File: src/design/dirty_line_writeback_buffer_macros.svh
// ----------------------------------------------------------------------------
// Dirty-line write-back buffer assertion macros
// Concurrent assertion wrappers that compile away when SYNTH is defined.
// ----------------------------------------------------------------------------
`ifndef DIRTY_LINE_WRITEBACK_BUFFER_MACROS_SVH
`define DIRTY_LINE_WRITEBACK_BUFFER_MACROS_SVH
`ifndef SYNTH
`define DLWB_ASSERT(lbl, clk, rst, prop, msg) \
  lbl: assert property (@(posedge clk) disable iff (rst) prop) else $error(msg);
`define DLWB_ASSERT_ALWAYS(lbl, clk, prop, msg) \
  lbl: assert property (@(posedge clk) prop) else $error(msg);
`else
`define DLWB_ASSERT(lbl, clk, rst, prop, msg)
`define DLWB_ASSERT_ALWAYS(lbl, clk, prop, msg)
`endif
`endif

File: src/design/dlwb_pkg.sv
// ----------------------------------------------------------------------------
// Dirty-line write-back buffer package
// Shared constants, operation codes, state encoding and interface structs.
// ----------------------------------------------------------------------------
package dlwb_pkg;

  localparam int STORE_BYTES      = 4096;
  localparam int ADDR_W           = 12;
  localparam int RUN_CAP          = 8;
  localparam int LINE_SHIFT_DEF   = 9;
  localparam int NUM_LINES_DEF    = 8;
  localparam logic [3:0] MAX_RUN_RESET = 4'd1;

  typedef enum logic [2:0] {
    FUNC_READ  = 3'd0,
    FUNC_WRITE = 3'd1,
    FUNC_LOAD  = 3'd2,
    FUNC_TICK  = 3'd3,
    FUNC_FAIL  = 3'd4
  } func_t;

  typedef enum logic {
    ST_IDLE,
    ST_EXEC
  } state_t;

  typedef struct packed {
    func_t              func;
    logic               changed;
    logic [ADDR_W-1:0]  address;
    logic [2:0]         fail_start;
    logic [3:0]         fail_count;
  } dirty_cmd_t;

  typedef struct packed {
    logic       valid;
    logic [2:0] start;
    logic [3:0] count;
  } flush_t;

endpackage

File: src/design/dlwb_dirty.sv
// ----------------------------------------------------------------------------
// Dirty line tracker
// Holds the dirty mask and the run limit, marks lines of changed writes,
// finds flush runs and re-marks failed runs.
// ----------------------------------------------------------------------------
module dlwb_dirty
  import dlwb_pkg::*;
#(
  parameter int LINE_SHIFT = LINE_SHIFT_DEF,
  parameter int NUM_LINES  = NUM_LINES_DEF
) (
  input  logic                 clk,
  input  logic                 rst,
  input  logic                 cfg_we,
  input  logic [3:0]           cfg_value,
  input  logic                 apply,
  input  dirty_cmd_t           cmd,
  output flush_t               flush,
  output logic [NUM_LINES-1:0] mask_after
);

  localparam int LW    = (NUM_LINES > 1) ? $clog2(NUM_LINES) : 1;
  localparam int EXT_W = NUM_LINES + RUN_CAP;

  logic [NUM_LINES-1:0] mask;
  logic [3:0]           max_run;
  logic [LW-1:0]        first_line;
  logic [LW-1:0]        lowest;
  logic                 any_dirty;
  logic [3:0]           limit;
  logic [EXT_W-1:0]     ext;
  logic [3:0]           run;
  logic                 cont;
  logic [3:0]           fail_cnt;
  logic [ADDR_W-1:0]    line;
  logic [LW+2:0]        start_ext;

  always_ff @(posedge clk) begin
    if (rst) begin
      mask    <= '0;
      max_run <= MAX_RUN_RESET;
    end else begin
      if (apply) begin
        mask <= mask_after;
      end
      if (cfg_we) begin
        max_run <= cfg_value;
      end
    end
  end

  always_ff @(posedge clk) begin
    first_line <= lowest;
  end

  always_comb begin
    lowest = '0;
    for (int j = NUM_LINES - 1; j >= 0; j--) begin
      if (mask[j]) begin
        lowest = LW'(j);
      end
    end
  end

  assign any_dirty = |mask;
  assign line      = cmd.address >> LINE_SHIFT;

  always_comb begin
    if (max_run == 4'd0) begin
      limit = 4'd1;
    end else if (max_run > 4'(RUN_CAP)) begin
      limit = 4'(RUN_CAP);
    end else begin
      limit = max_run;
    end
    ext  = {{RUN_CAP{1'b0}}, mask} >> first_line;
    run  = 4'd1;
    cont = 1'b1;
    for (int k = 1; k < RUN_CAP; k++) begin
      if (cont && (4'(k) < limit) && ext[k]) begin
        run = run + 4'd1;
      end else begin
        cont = 1'b0;
      end
    end
    fail_cnt  = (cmd.fail_count > 4'(RUN_CAP)) ? 4'(RUN_CAP) : cmd.fail_count;
    start_ext = {3'b000, first_line};
  end

  always_comb begin
    mask_after = mask;
    flush      = '0;
    case (cmd.func)
      FUNC_WRITE: begin
        for (int j = 0; j < NUM_LINES; j++) begin
          if (cmd.changed && (line == ADDR_W'(j))) begin
            mask_after[j] = 1'b1;
          end
        end
      end
      FUNC_TICK: begin
        if (any_dirty) begin
          for (int j = 0; j < NUM_LINES; j++) begin
            if ((j >= int'(first_line)) && (j < int'(first_line) + int'(run))) begin
              mask_after[j] = 1'b0;
            end
          end
          flush.valid = 1'b1;
          flush.start = start_ext[2:0];
          flush.count = run;
        end
      end
      FUNC_FAIL: begin
        for (int j = 0; j < NUM_LINES; j++) begin
          if ((j >= int'(cmd.fail_start)) &&
              (j < int'(cmd.fail_start) + int'(fail_cnt))) begin
            mask_after[j] = 1'b1;
          end
        end
      end
      default: begin
        mask_after = mask;
      end
    endcase
  end

endmodule

File: config.mk
export PLATFORM = sky130hd
export DESIGN_NAME = dlwb_dirty
export DESIGN_NICKNAME = d
export VERILOG_FILES = /design/src/design/dirty_line_writeback_buffer_macros.svh /design/src/design/dlwb_pkg.sv /design/src/design/dlwb_dirty.sv
export SDC_FILE = /design/constraint.sdc
export NUM_CORES = 1
export LEC_CHECK = 0
export BUFFER_PORTS_ARGS = -buffer_cell sky130_fd_sc_hd__buf_2
export CORE_ASPECT_RATIO = 1.4
export CORE_MARGIN = 3
export CORE_UTILIZATION = 55
export CTS_BUF_LIST = sky130_fd_sc_hd__clkbuf_4 sky130_fd_sc_hd__clkbuf_8
export CTS_CLUSTER_DIAMETER = 60
export DETAILED_ROUTE_END_ITERATION = 6
export GPL_ROUTABILITY_DRIVEN = 0
export MAX_ROUTING_LAYER = met4
export PLACE_DENSITY = 0.8
export SLEW_MARGIN = 20
export SYNTH_ARGS = -nofsm -noshare
export SYNTH_HDL_FRONTEND = slang
export SYNTH_SLANG_ARGS = --single-unit
File: constraint.sdc
create_clock -name clk -period 7.95 [get_ports clk]
set_input_delay 0.795 -clock clk [delete_from_list [all_inputs] [get_ports clk]]
set_output_delay 0.795 -clock clk [all_outputs]
set_load 0.01 [all_outputs]
==> results.md <==
- Run status: finished, final reports clean
- Cell family with most CP delay: adder cells
- CTS H-Tree Depth: 1
- Internal power: 0.222 mW
- Worst slew margin: 0.547
- Mapped Avg Cell Area: 7.19 um2
- Proportion of synthesized chip area in sequential cells: 0.132
- HP Class: reg2reg
- Adder-cell share of the synthesized area: 0.0892
- Mapped Cells: 316
- Crit. End Element: output port
- Post-synthesis xor/xnor area fraction: 0.0523
- IO Pins: 47
- P_sw: 0.191 mW
- Ratio of cells with drive above 1 in the final layout: 0.190
- Hold path cells: 1
- Multiplexer share of the synthesized area: 0.0958
- Buffers on Ports: 37
- Yosys cell types: 65
- Gr usage total: 0.258
- Worst R2R Start: first_line[0]$_SDFF_PP0_
- Top layer in use: met4
- Hold Crit Start: mask[0]$_SDFFE_PP0P_
- Iteration-0 DRC Markers: 118
- Clock skew: 0.00235 ns
- Post-synthesis compound-gate area fraction: 0.248
- Chip height: 82.1 um
- CTS tree: yes
- Pwr dens: 165 mW/mm2
- Met2 Wirelength: 3050 um
- Met3 wire length: 301 um
- Final global-route overflow total: 0
- Commonest cells after routing, fill and taps aside: nor2_1, buf_2, a21oi_1, nand2_1, o21ai_0
- HPWL Detailed: 4600 um
- CTS Sinks: 15
- Main synth FF type: dfxtp_1
- Fmax achieved: 0.133 GHz
- Worst-Margin Slew: 0.679 ns
- DR DRC count: 0
- Vias in the first global route: 2,309
- Switching part of the total: 0.462
- Worst-skew pair later-pin latency: 0.25 ns
- Post-synthesis simple-gate area fraction: 0.320
- Cell Area, Synth: 0.00227 mm2
- Min-Delay Endpoint: first_line[0]$_SDFF_PP0_
- Post-cts hold buffer count: 0
- Clock transition at path regs: 0.06 ns
- Peak VDD IR: 0.153 mV
- Number of cell rows: 27
- Layout area overhead: 10.0%
- Clock share of power: 0.160
- Core area: 0.00395 mm2
- DIE WIDTH: 60.3 um
- Pins over their slew limit: 0
- Most used cell, CP: ha_1
- Sequential share of power: 0.262
- Worst reg2reg path depth: 27
- Fin cells: 386
- CP max stage delay: 0.53 ns
- Final Critical Period: 7.50 ns
- WL final: 5840 um
- Vias/cell: 6.40
- R2R Path End: mask[6]$_SDFFE_PP0P_
- Mapped Nets: 362
- Initial antenna violation count: 0
- Placed Cells: 382
- Fin. Hold Viols: 0
- Critical path's slowest cell: dfxtp_1
- Setup TNS Final: 0 ns
- Met1 WL: 2310 um
- Diode count: 0
- Routed Antenna Nets: 0
- Root cell of the clock tree: clkbuf_8
- Worst-path maximum fanout: 8
- Buf/Inv on CP: 1
- Post-synth EDFFs: 0
- First-pass GRT wire length: 9940 um
- CP startpoint kind: register
- Initial Util: 0.575
- Max clock buf depth: 2
- Largest net degree at the start of global routing: 21
- # fillers: 386
- Synth warn: 0
- Total CTS buffers: 3
- Combinational cell fraction of total power: 0.578
- Setup repair after global routing missed its margin: no
- Post-CTS Resized: 0
- Asr flop ratio synth: 0
- Number of setup buffers added after CTS: 0
- Endpoints failing setup: 0
- Largest family of logic cells by synthesized area: simple AND/OR/NAND/NOR gates
- R2r setup slk: 1.56 ns
- Post-synthesis register bit count: 15
- Net count reported at finish: 390
- Data arrival time of the critical path: 6.70 ns
- Required @ worst endpoint: 7.15 ns
- DR vias: 2,471
- P_leak: 1.05 nW
- Crit Path Class: reg2out
- Final period util: 0.943
- Total Power: 0.414 mW
- Worst setup path start: first_line[0]$_SDFF_PP0_
- First-pass DRT Iterations: 5
- Max Cap Viol: 0
- Die ar.: 0.00495 mm2
- WL per Instance: 15.1 um
- Commonest non-fill, non-tap cell in the layout: nor2_1
[state kept, by name, summed over array words and instances (netlist names)]
name	flops
mask	8
max_run	4
first_line	3
[layout make-up]
type,count,area (um2),share of cell area
sequential,15,300,0.120
clock buffer,4,48.8,0.0195
timing repair buffer,41,215,0.0860
inverter,14,52.6,0.0210
multi-input combinational,269,1830,0.732
tap,43,53.8,0.0215
[power by group through the flow]
stage / registers (mW) / logic [mW] / clock network, mW
global placement: 0.109 / 0.227 / 0
detailed placement: 0.109 / 0.233 / 0
global route: 0.111 / 0.265 / 0.0693
floorplan: 0.0914 / 0.196 / 0
CTS: 0.108 / 0.237 / 0.0656
finish: 0.108 / 0.239 / 0.0662
[per-stage QoR]
stage / instance area (um2) / util / setup slack [ns] / hold WS (ns)
2_1_floorplan: 2270 / - / 1.26 / 0.435
3_3_place_gp: 2450 / 0.620 / 0.853 / 0.468
3_5_place_dp: 2450 / 0.620 / 0.737 / 0.462
4_1_cts: 2500 / 0.632 / 0.430 / 0.477
5_1_grt: 2500 / 0.633 / 0.0124 / 0.556
6_report: 2500 / 0.633 / 0.453 / 0.481
[cells by family (layout without fill, tap and decap cells)]
group / after synthesis / in the layout
buffers and inverters: 32 / 59
AO/OA/AOI/OAI: 83 / 83
XOR/XNOR: 12 / 12
AND/OR/NAND/NOR: 141 / 141
flip-flops: 15 / 15
multiplexers: 18 / 18
adder cells (fa/ha/maj): 15 / 15
[worst max-delay path by stage]
stage | end | slack [ns] | depth (start not counted)
floorplan | mask_after[7] | 1.26 | 30
global placement | mask_after[5] | 0.85 | 27
detailed placement | mask_after[6] | 0.74 | 27
CTS | mask_after[6] | 0.43 | 27
global route | mask_after[5] | 0.01 | 28
finish | mask_after[5] | 0.45 | 28
[metal layers]
layer,vias to the layer above,track usage
met3,27,0.0173
met5,-,-
li1,1214,-
met4,0,0.0998
met1,1128,0.297
met2,102,0.455
[cells in the mapped netlist, types with 5 or more instances]
cell	n	share of area
nor3b_1	5	0.017
a31oi_1	6	0.017
nor2_1	44	0.073
o21ai_0	17	0.037
xor2_1	7	0.027
nand2b_1	8	0.022
nand3_1	5	0.011
nand2_1	21	0.035
a21oi_1	27	0.059
mux2i_1	12	0.053
ha_1	13	0.072
nor3_1	16	0.035
clkbuf_1	9	0.015
inv_1	14	0.023
nor4_1	5	0.014
nor2b_1	12	0.033
dfxtp_1	15	0.13
Power figures use the tool's default switching activity.
